### src/sv/assert_macros.svh
// Assertion macros for the modulation matrix router RTL.
// No dependencies; the bodies are empty when SYNTHESIS is defined.
`ifndef ASSERT_MACROS_SVH
`define ASSERT_MACROS_SVH

`ifndef SYNTHESIS

`define ASSERT_IMPLIES(lbl, clk, rstn, ante, cons) \
    lbl: assert property (@(posedge clk) disable iff (!rstn) (ante) |-> (cons)) \
        else $error("assertion failed");

`define ASSERT_NEXT(lbl, clk, rstn, ante, cons) \
    lbl: assert property (@(posedge clk) disable iff (!rstn) (ante) |=> (cons)) \
        else $error("assertion failed");

`else

`define ASSERT_IMPLIES(lbl, clk, rstn, ante, cons)

`define ASSERT_NEXT(lbl, clk, rstn, ante, cons)

`endif

`endif

### src/sv/mmr_pkg.sv
// Shared constants, types and helpers for the modulation matrix router.
// No dependencies.
package mmr_pkg;

    localparam int NUM_SLOTS = 8;
    localparam int SLOT_AW   = (NUM_SLOTS > 1) ? $clog2(NUM_SLOTS) : 1;
    localparam int SRC_COUNT = 4;
    localparam int SRC_AW    = 2;

    localparam int SAMPLE_W = 16;
    localparam int GAIN_W   = 7;
    localparam int ROUTE_W  = 3;
    localparam int PROD_W   = SAMPLE_W + GAIN_W;
    localparam int ACC_W    = PROD_W + 2;
    localparam int SCALE_W  = ACC_W - 6;

    localparam logic [15:0] HALF_Q15 = 16'd16384;

    typedef logic signed [SAMPLE_W-1:0] sample_t;
    typedef logic signed [GAIN_W-1:0]   gain_t;
    typedef logic [ROUTE_W-1:0]         route_t;
    typedef logic signed [PROD_W-1:0]   prod_t;

    typedef enum logic [3:0] {
        REG_ROUTE_LFO_A = 4'd0,
        REG_ROUTE_LFO_B = 4'd1,
        REG_ROUTE_ENV_A = 4'd2,
        REG_ROUTE_ENV_B = 4'd3,
        REG_GAIN_LFO_A  = 4'd4,
        REG_GAIN_LFO_B  = 4'd5,
        REG_GAIN_ENV_A  = 4'd6,
        REG_GAIN_ENV_B  = 4'd7
    } cfg_reg_t;

    function automatic logic slot_in_range(input logic [2:0] s);
        return int'(s) < NUM_SLOTS;
    endfunction

endpackage

### src/sv/mmr_ram.sv
// Generic single-write, single-read RAM with registered read data.
// No dependencies.
module mmr_ram #(
    parameter int WIDTH = 16,
    parameter int DEPTH = 8,
    parameter int AW    = (DEPTH > 1) ? $clog2(DEPTH) : 1
) (
    input  logic             clk,
    input  logic             we,
    input  logic [AW-1:0]    waddr,
    input  logic [WIDTH-1:0] wdata,
    input  logic             re,
    input  logic [AW-1:0]    raddr,
    output logic [WIDTH-1:0] rdata
);

    logic [WIDTH-1:0] mem [DEPTH];

    always_ff @(posedge clk)
    begin
        if (we)
        begin
            mem[waddr] <= wdata;
        end
        if (re)
        begin
            rdata <= mem[raddr];
        end
    end

endmodule

### src/sv/modulation_matrix_router_top.sv
// Modulation matrix router: top level with config registers, sequencer and datapath.
// Depends on mmr_pkg, mmr_ram and assert_macros.svh.
//
// Usage:
//   Input word (in_valid/in_stall): req_type 0 is a frame of four source samples,
//   req_type 1 applies the stored modulation of query_slot to base_value.
//   Output word (out_valid/out_stall): a frame gives one word per slot in slot
//   order, last set on the final one; an apply gives one word with last set.
//   Config (cfg_valid/cfg_ready): cfg_ready is always high; write only while idle.
// Timing:
//   Frame: the four sources in turn through the shared source multiplier, then one
//   slot per cycle as the output register frees. Apply: slot RAM read, multiply,
//   add. One item is in work at a time; the next one is taken while the final
//   word still waits in the output register.
// Reset: config clears to zero; per-slot valid flags clear so every slot reads
//   as zero until the first frame writes it. No clearing pass.
// Stall: a stalled output word holds; the sequencer waits on it.
`include "assert_macros.svh"

module modulation_matrix_router_top
    import mmr_pkg::*;
(
    input  logic               clk,
    input  logic               rst_n,
    input  logic               in_valid,
    output logic               in_stall,
    input  logic               req_type,
    input  logic signed [15:0] lfo_a_sample,
    input  logic signed [15:0] lfo_b_sample,
    input  logic [14:0]        env_a_sample,
    input  logic [14:0]        env_b_sample,
    input  logic [2:0]         query_slot,
    input  logic [14:0]        base_value,
    output logic               out_valid,
    input  logic               out_stall,
    output logic [2:0]         slot_index,
    output logic signed [15:0] mod_value,
    output logic [14:0]        modulated_value,
    output logic               last,
    input  logic               cfg_valid,
    output logic               cfg_ready,
    input  logic [3:0]         cfg_index,
    input  logic [6:0]         cfg_data
);

    typedef enum logic [2:0] {
        ST_IDLE,
        ST_MUL,
        ST_SLOT,
        ST_AP_MUL,
        ST_AP_OUT
    } state_t;

    state_t                 state_reg;
    route_t                 route_reg [SRC_COUNT];
    gain_t                  gain_reg [SRC_COUNT];
    sample_t                src_reg [SRC_COUNT];
    prod_t                  prod_reg [SRC_COUNT];
    logic [SRC_AW-1:0]      src_cnt_reg;
    logic [SLOT_AW-1:0]     slot_cnt_reg;
    logic [NUM_SLOTS-1:0]   slot_valid_reg;
    logic [2:0]             q_reg;
    logic [14:0]            base_reg;
    logic signed [15:0]     mod_reg;
    logic signed [31:0]     ap_prod_reg;

    logic                   out_valid_reg;
    logic [2:0]             slot_index_reg;
    logic signed [15:0]     mod_value_reg;
    logic [14:0]            modulated_value_reg;
    logic                   last_reg;

    logic                   in_acc;
    logic                   out_free;
    logic                   out_load;
    logic                   slot_last;
    prod_t                  mul_out;
    logic signed [ACC_W-1:0] slot_acc;
    logic signed [SCALE_W-1:0] slot_scaled;
    logic signed [15:0]     slot_sat;
    logic signed [15:0]     ap_mod;
    logic signed [17:0]     ap_sum;
    logic [14:0]            ap_res;
    logic                   ram_we;
    logic                   ram_re;
    logic [15:0]            ram_rdata;

    localparam logic signed [SCALE_W-1:0] SAT_MAX = SCALE_W'(32767);
    localparam logic signed [SCALE_W-1:0] SAT_MIN = -SCALE_W'(32768);

    assign in_stall  = (state_reg != ST_IDLE);
    assign in_acc    = in_valid && !in_stall;
    assign out_free  = !out_valid_reg || !out_stall;
    assign out_load  = ((state_reg == ST_SLOT) || (state_reg == ST_AP_OUT)) && out_free;
    assign slot_last = (slot_cnt_reg == SLOT_AW'(NUM_SLOTS - 1));
    assign cfg_ready = 1'b1;

    assign out_valid       = out_valid_reg;
    assign slot_index      = slot_index_reg;
    assign mod_value       = mod_value_reg;
    assign modulated_value = modulated_value_reg;
    assign last            = last_reg;

    assign mul_out = src_reg[src_cnt_reg] * gain_reg[src_cnt_reg];

    always_comb
    begin
        slot_acc = '0;
        for (int i = 0; i < SRC_COUNT; i++)
        begin
            if (slot_in_range(route_reg[i]) && (SLOT_AW'(route_reg[i]) == slot_cnt_reg))
            begin
                slot_acc = slot_acc + ACC_W'(prod_reg[i]);
            end
        end
        slot_scaled = slot_acc[ACC_W-1:6];
        if (slot_scaled > SAT_MAX)
        begin
            slot_sat = 16'sh7fff;
        end
        else if (slot_scaled < SAT_MIN)
        begin
            slot_sat = -16'sh8000;
        end
        else
        begin
            slot_sat = slot_scaled[15:0];
        end
    end

    always_comb
    begin
        if (slot_in_range(q_reg) && slot_valid_reg[SLOT_AW'(q_reg)])
        begin
            ap_mod = ram_rdata;
        end
        else
        begin
            ap_mod = '0;
        end
        ap_sum = $signed({3'b000, base_reg}) + $signed({ap_prod_reg[31], ap_prod_reg[31:15]});
        if (ap_sum < 0)
        begin
            ap_res = '0;
        end
        else if (ap_sum > 18'sd32767)
        begin
            ap_res = 15'h7fff;
        end
        else
        begin
            ap_res = ap_sum[14:0];
        end
    end

    assign ram_we = (state_reg == ST_SLOT) && out_free;
    assign ram_re = in_acc && req_type;

    mmr_ram #(
        .WIDTH(16),
        .DEPTH(NUM_SLOTS)
    ) u_slot_ram (
        .clk  (clk),
        .we   (ram_we),
        .waddr(slot_cnt_reg),
        .wdata(slot_sat),
        .re   (ram_re),
        .raddr(SLOT_AW'(query_slot)),
        .rdata(ram_rdata)
    );

    always_ff @(posedge clk or negedge rst_n)
    begin
        if (!rst_n)
        begin
            for (int i = 0; i < SRC_COUNT; i++)
            begin
                route_reg[i] <= '0;
                gain_reg[i]  <= '0;
            end
        end
        else if (cfg_valid && cfg_ready)
        begin
            unique case (cfg_index)
                REG_ROUTE_LFO_A: route_reg[0] <= cfg_data[2:0];
                REG_ROUTE_LFO_B: route_reg[1] <= cfg_data[2:0];
                REG_ROUTE_ENV_A: route_reg[2] <= cfg_data[2:0];
                REG_ROUTE_ENV_B: route_reg[3] <= cfg_data[2:0];
                REG_GAIN_LFO_A:  gain_reg[0]  <= cfg_data;
                REG_GAIN_LFO_B:  gain_reg[1]  <= cfg_data;
                REG_GAIN_ENV_A:  gain_reg[2]  <= cfg_data;
                REG_GAIN_ENV_B:  gain_reg[3]  <= cfg_data;
                default:
                begin
                end
            endcase
        end
    end

    always_ff @(posedge clk or negedge rst_n)
    begin
        if (!rst_n)
        begin
            state_reg           <= ST_IDLE;
            src_cnt_reg         <= '0;
            slot_cnt_reg        <= '0;
            slot_valid_reg      <= '0;
            q_reg               <= '0;
            base_reg            <= '0;
            mod_reg             <= '0;
            ap_prod_reg         <= '0;
            out_valid_reg       <= 1'b0;
            slot_index_reg      <= '0;
            mod_value_reg       <= '0;
            modulated_value_reg <= '0;
            last_reg            <= 1'b0;
            for (int i = 0; i < SRC_COUNT; i++)
            begin
                src_reg[i]  <= '0;
                prod_reg[i] <= '0;
            end
        end
        else
        begin
            if (out_load)
            begin
                out_valid_reg <= 1'b1;
            end
            else if (!out_stall)
            begin
                out_valid_reg <= 1'b0;
            end
            unique case (state_reg)
                ST_IDLE:
                begin
                    if (in_acc)
                    begin
                        if (req_type)
                        begin
                            q_reg     <= query_slot;
                            base_reg  <= base_value;
                            state_reg <= ST_AP_MUL;
                        end
                        else
                        begin
                            src_reg[0]  <= lfo_a_sample;
                            src_reg[1]  <= lfo_b_sample;
                            src_reg[2]  <= $signed({1'b0, env_a_sample} - HALF_Q15);
                            src_reg[3]  <= $signed({1'b0, env_b_sample} - HALF_Q15);
                            src_cnt_reg <= '0;
                            state_reg   <= ST_MUL;
                        end
                    end
                end
                ST_MUL:
                begin
                    prod_reg[src_cnt_reg] <= mul_out;
                    src_cnt_reg           <= src_cnt_reg + 1'b1;
                    if (src_cnt_reg == SRC_AW'(SRC_COUNT - 1))
                    begin
                        slot_cnt_reg <= '0;
                        state_reg    <= ST_SLOT;
                    end
                end
                ST_SLOT:
                begin
                    if (out_free)
                    begin
                        slot_index_reg               <= 3'(slot_cnt_reg);
                        mod_value_reg                <= slot_sat;
                        modulated_value_reg          <= '0;
                        last_reg                     <= slot_last;
                        slot_valid_reg[slot_cnt_reg] <= 1'b1;
                        slot_cnt_reg                 <= slot_cnt_reg + 1'b1;
                        if (slot_last)
                        begin
                            state_reg <= ST_IDLE;
                        end
                    end
                end
                ST_AP_MUL:
                begin
                    mod_reg     <= ap_mod;
                    ap_prod_reg <= ap_mod * $signed({1'b0, base_reg});
                    state_reg   <= ST_AP_OUT;
                end
                ST_AP_OUT:
                begin
                    if (out_free)
                    begin
                        slot_index_reg      <= q_reg;
                        mod_value_reg       <= mod_reg;
                        modulated_value_reg <= ap_res;
                        last_reg            <= 1'b1;
                        state_reg           <= ST_IDLE;
                    end
                end
                default:
                begin
                    state_reg <= ST_IDLE;
                end
            endcase
        end
    end

    `ASSERT_IMPLIES(a_frame_mid_zero, clk, rst_n, out_valid && !last, modulated_value == 15'd0)
    `ASSERT_NEXT(a_frame_fills_all, clk, rst_n, (state_reg == ST_SLOT) && out_free && slot_last, &slot_valid_reg)
    `ASSERT_IMPLIES(a_mul_start, clk, rst_n, state_reg == ST_IDLE, src_cnt_reg == '0)

endmodule
### config.mk
export PLATFORM = sky130hd
export DESIGN_NAME = modulation_matrix_router_top
export DESIGN_NICKNAME = d
export VERILOG_FILES = /design/src/sv/mmr_pkg.sv /design/src/sv/mmr_ram.sv /design/src/sv/modulation_matrix_router_top.sv
export VERILOG_INCLUDE_DIRS = /design/src /design/src/sv
export SDC_FILE = /design/constraint.sdc
export NUM_CORES = 2
export LEC_CHECK = 0
export BUFFER_PORTS_ARGS = -buffer_cell sky130_fd_sc_hd__buf_4
export CAP_MARGIN = 20
export CORE_ASPECT_RATIO = 0.8
export CORE_UTILIZATION = 58
export CTS_CLUSTER_SIZE = 40
export DETAILED_ROUTE_END_ITERATION = 7
export HOLD_SLACK_MARGIN = 0.05
export PLACE_DENSITY = 0.8
export SLEW_MARGIN = 15
export SYNTH_ARGS = -nofsm -noshare
export SYNTH_HDL_FRONTEND = slang
export SYNTH_HIERARCHICAL = 1
export SYNTH_SLANG_ARGS = --single-unit
### constraint.sdc
create_clock -name clk -period 8.1 [get_ports clk]
set_input_delay 0.405 -clock clk [delete_from_list [all_inputs] [get_ports clk]]
set_output_delay 0.405 -clock clk [all_outputs]
set_load 0.01 [all_outputs]
# --- After elaboration in Yosys (flattened, before gate mapping) ---
# Memories as Yosys holds them, arrays and structs flattened. A register that Yosys moved wholly into a read port is not among the register bits.
# Cells that the tools add are included.
totals:
  out_inout_bits: 38
  ram_bits: 128
  mem_bits_ro: 0
  latchBits: 0
  regBits: 314
  elab_cells: 159
  inputBits: 97
  memories: 1
classes:
  bitwise_logic: 3
  shifts: 0
  n_eq_ne: 24
  multipliers: 2
  div_mod_pow: 0
  reduce_logical: 32
  muxes: 51
  n_lt_le_gt_ge: 9
  add_sub_neg: 8
memory_table:
  columns: ["name", "words", "width", "rd", "rd_clocked_by_memory_dff", "wr", "line", "source"]
  rows:
  - ["u_slot_ram.mem", 8, 16, 1, 1, 1, "mmr_ram.sv:17", "logic [WIDTH-1:0] mem [DEPTH];"]
op_table:
  columns: ["cell", "n"]
  rows:
  - ["$mux W16", 7]
  - ["$mux W25", 4]
  - ["$bwmux W92", 1]
  - ["$add A25 B23 Y25", 3]
  - ["$mux W15", 4]
  - ["$demux W23 S2", 1]
  - ["$bmux W16 S2", 1]
  - ["$mul A16 B16 Y32", 1]
  - ["$pmux W16 S2", 1]
  - ["$sub A15 B15 Y16 const B", 2]
  - ["$pmux W15 S2", 1]
  - ["$mux W3", 9]
  - ["$mul A16 B7 Y23", 1]
  - ["$mux W23", 1]
  - ["$gt A19 B16 Y1 const B", 1]
  - ["$lt A19 B16 Y1 const B", 1]
  - ["$add A16 B17 Y18", 1]
  - ["$gt A18 B16 Y1 const B", 1]
  - ["$lt A18 B1 Y1 const B", 1]
  - ["$reduce_and A2 Y1", 9]
  - ["$eq A4 B3 Y1 const B", 4]
  - ["$pmux W3 S5", 1]
  - ["$reduce_and A3 Y1", 5]
  - ["$bmux W7 S2", 1]
  - ["34 further kinds", 67]

# --- Logic depth before layout (Yosys ltp) ---
logic_depth:
  ltp_word: 13
  ltp_mapped: 40
  mapped_depth_nobuf: 36

# --- By module ---
# The synthesis kept the hierarchy.
modules_own_cells:
  columns: ["module", "seq_area_each_um2", "area_each_um2", "cells_per_inst", "instances"]
  rows:
  - ["modulation_matrix_router_top", 7432.1, 30076.3, 3125, 1]
  - ["mmr_ram", 4324.1, 5454.0, 214, 1]

# --- Least setup slack after synthesis ---
# Ideal clock, no wire load.
synth_path:
  path_type: "reg2reg"
  startpoint: "register slot_cnt_reg[2]"
  endpoint: "memory u_slot_ram.mem[0][6], data pin"
  arrival_ps: 7821
  path_slack_ps: 55
  stages_incl_launch_ff: 37
  setup_time_ps: 224
  path_buffers: 5
  period_less_slack_ps: 8045
  required_time_ps: 7876
  path_cell_list: "dfrtp_1 > buf_2 > xor2_1 > nor3_1 > clkbuf_1 > nand2_1 > inv_1 > fa_1 > buf_2 > maj3_2 > a211o_1 > a211o_1 > a2111oi_4 > o21bai_1 > a21oi_1 > xor2_1 > o21ai_0 > ha_1 > clkbuf_1 > nand2_1 > o311a_1 > a32o_1 > nand2_1 > a21oi_1 > mux2i_1 > a21oi_1 > a311o_1 > ha_1 > and2_1 > a31o_2 > a211oi_1 > o21ai_0 > mux2i_1 > xnor2_2 > o41ai_4 > buf_6 > a21oi_1"
synth_between:
  elab_chain_cells: 11
  word_cells_on_any_way: 15
  cone_classes: "add/sub (3); order compare (2); eq/ne (4); mux (6)"
synth_lines:
  columns: ["element", "line", "source"]
  rows:
  - ["start, declared", "modulation_matrix_router_top.sv:60", "logic [SLOT_AW-1:0] slot_cnt_reg;"]
  - ["start signal, assigned", "modulation_matrix_router_top.sv:274", "slot_cnt_reg <= slot_cnt_reg + 1'b1;"]
  - ["$eq A3 B3 Y1", "modulation_matrix_router_top.sv:111", "if (slot_in_range(route_reg[i]) && (SLOT_AW'(route_reg[i]) == slot_cnt_reg))"]
  - ["$mux W25", "modulation_matrix_router_top.sv:111", null]
  - ["$add A25 B23 Y25", "modulation_matrix_router_top.sv:113", "slot_acc = slot_acc + ACC_W'(prod_reg[i]);"]
  - ["$mux W25", "modulation_matrix_router_top.sv:111", null]
  - ["$add A25 B23 Y25", "modulation_matrix_router_top.sv:113", null]
  - ["$mux W25", "modulation_matrix_router_top.sv:111", null]
  - ["$add A25 B23 Y25", "modulation_matrix_router_top.sv:113", null]
  - ["$mux W25 (*)", "modulation_matrix_router_top.sv:111", null]
  - ["$lt A19 B16 Y1", "modulation_matrix_router_top.sv:121", "else if (slot_scaled < SAT_MIN)"]
  - ["$mux W16", "modulation_matrix_router_top.sv:121", null]
  - ["$mux W16 (*)", "modulation_matrix_router_top.sv:117", "if (slot_scaled > SAT_MAX)"]
  - ["via slot_sat[6]", "modulation_matrix_router_top.sv:80", "logic signed [15:0] slot_sat;"]
  - ["end, declared", "mmr_ram.sv:17", null]
# The timed path passes the listed nets; every way through them passes the cells marked *.

# --- Worst setup path after layout ---
layout_path:
  startpoint: "register q_reg[0]"
  endpoint: "register ap_prod_reg[31]"
layout_between:
  elab_chain_cells: 4
layout_lines:
  columns: ["element", "line", "source"]
  rows:
  - ["start, declared", "modulation_matrix_router_top.sv:62", "logic [2:0] q_reg;"]
  - ["start signal, assigned", "modulation_matrix_router_top.sv:240", "q_reg <= query_slot;"]
  - ["$bmux W1 S3", "modulation_matrix_router_top.sv:133", "if (slot_in_range(q_reg) && slot_valid_reg[SLOT_AW'(q_reg)])"]
  - ["$mux W1 (implied by the code)", "modulation_matrix_router_top.sv:133", null]
  - ["$mux W16", "modulation_matrix_router_top.sv:133", null]
  - ["$mul A16 B16 Y32", "modulation_matrix_router_top.sv:284", "ap_prod_reg <= ap_mod * $signed({1'b0, base_reg});"]
  - ["end signal, assigned", "modulation_matrix_router_top.sv:284", null]
  - ["end, declared", "modulation_matrix_router_top.sv:65", "logic signed [31:0] ap_prod_reg;"]
# Every way passes these cells. The select of a mux whose other input is x is not followed.
# A chain may end at the register's enable or synchronous reset.

==> flow_summary_export.csv <==
group,metric,value,unit
outcome,outcome,"complete, no violations",
yosys,postSynthNetCount,3979,
yosys,synthDominantCellAreaShare,20.9,%
drt,drc_errors,0,
placement,detailedPlacementHpwl,67.4,mm
critical_path,worst-path-max-fanout,26,
critical_path,timing.reg2reg.setup_slack,380,ps
cells_and_area,multi_input_comb_area,21900,µm²
placement,gp_congestion,0.931,
placement,detailedPlace.worstSlack,-132,ps
timing,finalCriticalPeriod,7720,ps
floorplanning,boundaryPins,135,
yosys,synth.ff_latch_count,441,
critical_path,timing.critical_path.from_type,"flip-flop",
cells_and_area,sequential_area,11800,µm²
cells_and_area,fill_cells,4265,
critical_path,worstSetupEndpoint,"ap_prod_reg[31]$_DFFE_PN0P_",
floorplanning,fp.dieArea,62300,µm²
yosys,netlist_top_cells_area,"dfrtp_1, fa_1, edfxtp_1",
grt,first_global_vias,27300,
grt,grt_use_total,32.0,%
critical_path,worstSetupStartpoint,"q_reg[0]$_DFFE_PN0P_",
placement,numPortBuffers,133,
timing,finalMaxSlewViolations,0,
floorplanning,die_w,279,µm
floorplanning,die_h,223,µm
yosys,synth_enable_flop_cells,144,
yosys,synth_async_sr_flop_share,67.3,%
critical_path,r2r.worst_path.cells,24,
drt,drt_wl_total,97.3,mm
critical_path,endpoint_kind,"flip-flop",
critical_path,cp_data_required_time,8560,ps
cells_and_area,final_area,40200,µm²
yosys,seq_area_frac_synth,33.1,%
floorplanning,initial_core_util,59.2,%
timing,fin_crit_sh,95.3,%
cells_and_area,fin_util,67.0,%
timing,max_freq,0.130,GHz
timing,timing.final.hold_violations,0,
timing,worst_clock_skew,53.5,ps
floorplanning,core,60100,µm²
grt,maximum_number_of_pins_on_one_net_before_global_route_repair,111,
clock_tree,cts_tree,"built",
yosys,syn_avg_cell_area,10.6,µm²
clock_tree,insertion_delay,630,ps
drt,drt.antenna.violating_nets,0,
drt,vias,26500,
drt,drt_first_pass_iters,6,
grt,antenna_found_initial,4,
clock_tree,ctsLongestPathBuffers,3,
yosys,synth.yosys.warnings,6,
worst_hold_path,hold_path_class,"in2reg",
floorplanning,row_count,80,
yosys,synth_largest_area_cell,"dfrtp_1",
clock_tree,clock_tree_root,"clkbuf_16",
cells_and_area,post_route_cells_drive_above_1_share,16.2,%
timing,hold-worst-slack,111,ps
drt,drt_first_iter_violations,2830,
critical_path,r2r_end,"ap_prod_reg[31]$_DFFE_PN0P_",
drt,wire_per_inst,22.3,µm
cells_and_area,largest_reg_flops,128,
yosys,synth_area,35500,µm²
timing,tightestPinTransition,1180,ps
grt,grt_remaining_overflow,0,
placement,post_dp_cell_area,37600,µm²
timing,fin_ws,380,ps
cells_and_area,fin_nets,4184,
grt,grt_pass1_wl,154,mm
clock_tree,htree_num_levels,2,
timing,max_slew_margin,20.4,%
clock_tree,cts.sink_count,441,
yosys,ys_dominant_reg_cell,"dfrtp_1",
cells_and_area,syn_to_final_growth,13.2,%
critical_path,setup.worst_path.class,"reg2reg",
clock_tree,cts_buffers,46,
critical_path,worstReg2RegStart,"q_reg[0]$_DFFE_PN0P_",
yosys,yosysUniqueCellTypes,92,
yosys,postSynthCellCount,3339,
critical_path,critical_path_arrival,8180,ps
run,cap_viol_max_count,0,
clock_tree,path_clk_slew,70,ps
timing,timing.final.setup_violations,0,
drt,routed_via_density,6.08,
-- placed cells by master, fill, tap and decap left out, types with 29 or more instances in the layout --
cell type / instances
nand2b_1: 32
ha_1: 210
nand2_1: 382
xor2_1: 35
nand3_1: 34
o21ai_0: 180
xnor2_1: 89
a21oi_1: 111
dfrtp_1: 295
nor2_1: 121
a21o_1: 38
buf_4: 219
mux2_2: 177
fa_1: 331
and2_1: 89
dlygate4sd3_1: 81
mux4_2: 29
inv_1: 401
edfxtp_1: 144
clkbuf_16: 47
and3_1: 127
-- through the flow --
step                      std cells  TNS (ps)
final                          4362         0
after global routing           4361     -3160
after CTS                      4356         0
after detailed placement       4189     -6870
after global placement         4189         0
after floorplan                3339         0
-- what timing repair did --
item	4_1_cts	5_1_grt
setup endpoints to repair	117	150
hold buffers	81	0
resized for setup	4	53
buffers inserted	1	3
pin swaps	1	11
endpoints found under the hold margin	195	0
-- worst min-delay path by stage --
stage,start,to,slack [ps],cells after the start
2_1_floorplan,rst_n,ap_prod_reg[15]$_DFFE_PN0P_,110,0
3_3_place_gp,slot_valid_reg[0]$_DFFE_PN0P_,slot_valid_reg[0]$_DFFE_PN0P_,450,1
3_5_place_dp,slot_valid_reg[2]$_DFFE_PN0P_,slot_valid_reg[2]$_DFFE_PN0P_,450,2
4_1_cts,base_value[1],base_reg[1]$_DFFE_PN0P_,80,2
5_1_grt,base_value[1],base_reg[1]$_DFFE_PN0P_,100,2
6_report,base_value[1],base_reg[1]$_DFFE_PN0P_,110,2
-- layer usage --
metal	up-vias	share of wire (%)	global-route usage (%)
li1	11700	-	-
met1	13100	42	45.8
met2	1457	44	48.8
met3	223	10	7.03
met4	0	3.4	10.0
met5	-	0	0
-- kinds of logic after synthesis --
family | count (synthesis) | share of synthesized area (%)
other | 1 | 0.0106
AO/OA/AOI/OAI | 526 | 9.43
XOR/XNOR | 126 | 3.13
flip-flops | 441 | 33.1
adder cells (fa/ha/maj) | 545 | 26.2
AND/OR/NAND/NOR | 902 | 12.3
multiplexers | 247 | 9.89
buffers and inverters | 551 | 5.99
-- cells in the mapped netlist (36+ instances only) --
master,number
dfrtp_1,297
xor2_1,36
nand2_1,385
and2_1,93
xnor2_1,89
mux2_2,178
a21o_1,38
fa_1,332
a21oi_1,116
ha_1,211
inv_1,401
and3_1,128
nor2_1,127
edfxtp_1,144
o21ai_0,187
clkbuf_1,121
-- area by class of cell --
cell class              count  share of cell area (%)
diodes                      2                  0.0124
clock buffers              59                    3.11
clock inverters            26                   0.784
inverters                 402                    3.75
multi-input cells        2347                    54.4
flip-flops and latches    441                    29.2
well taps                 779                    2.42
repair buffers            306                    6.30
-- critical path: stages, from the launching register on --
cell      delay, ps
dfrtp_2         420
mux4_2          520
mux2_4          400
and2_1          280
nand2_1         130
inv_1           100
fa_1            690
inv_1           160
fa_1            530
fa_1            450
fa_1            600
fa_1            450
fa_1            510
inv_1            40
ha_1            350
a21oi_1         270
o21ai_0         190
a21oi_1         210
nand2_1          70
a31o_2          280
a311oi_2        350
o21bai_1        140
a21oi_1         190
xnor2_1         130
o21ai_0          80
Power is left out: the tool's default activity adds up to more than one toggle a clock period on the data nets, which glitch-free logic cannot reach.
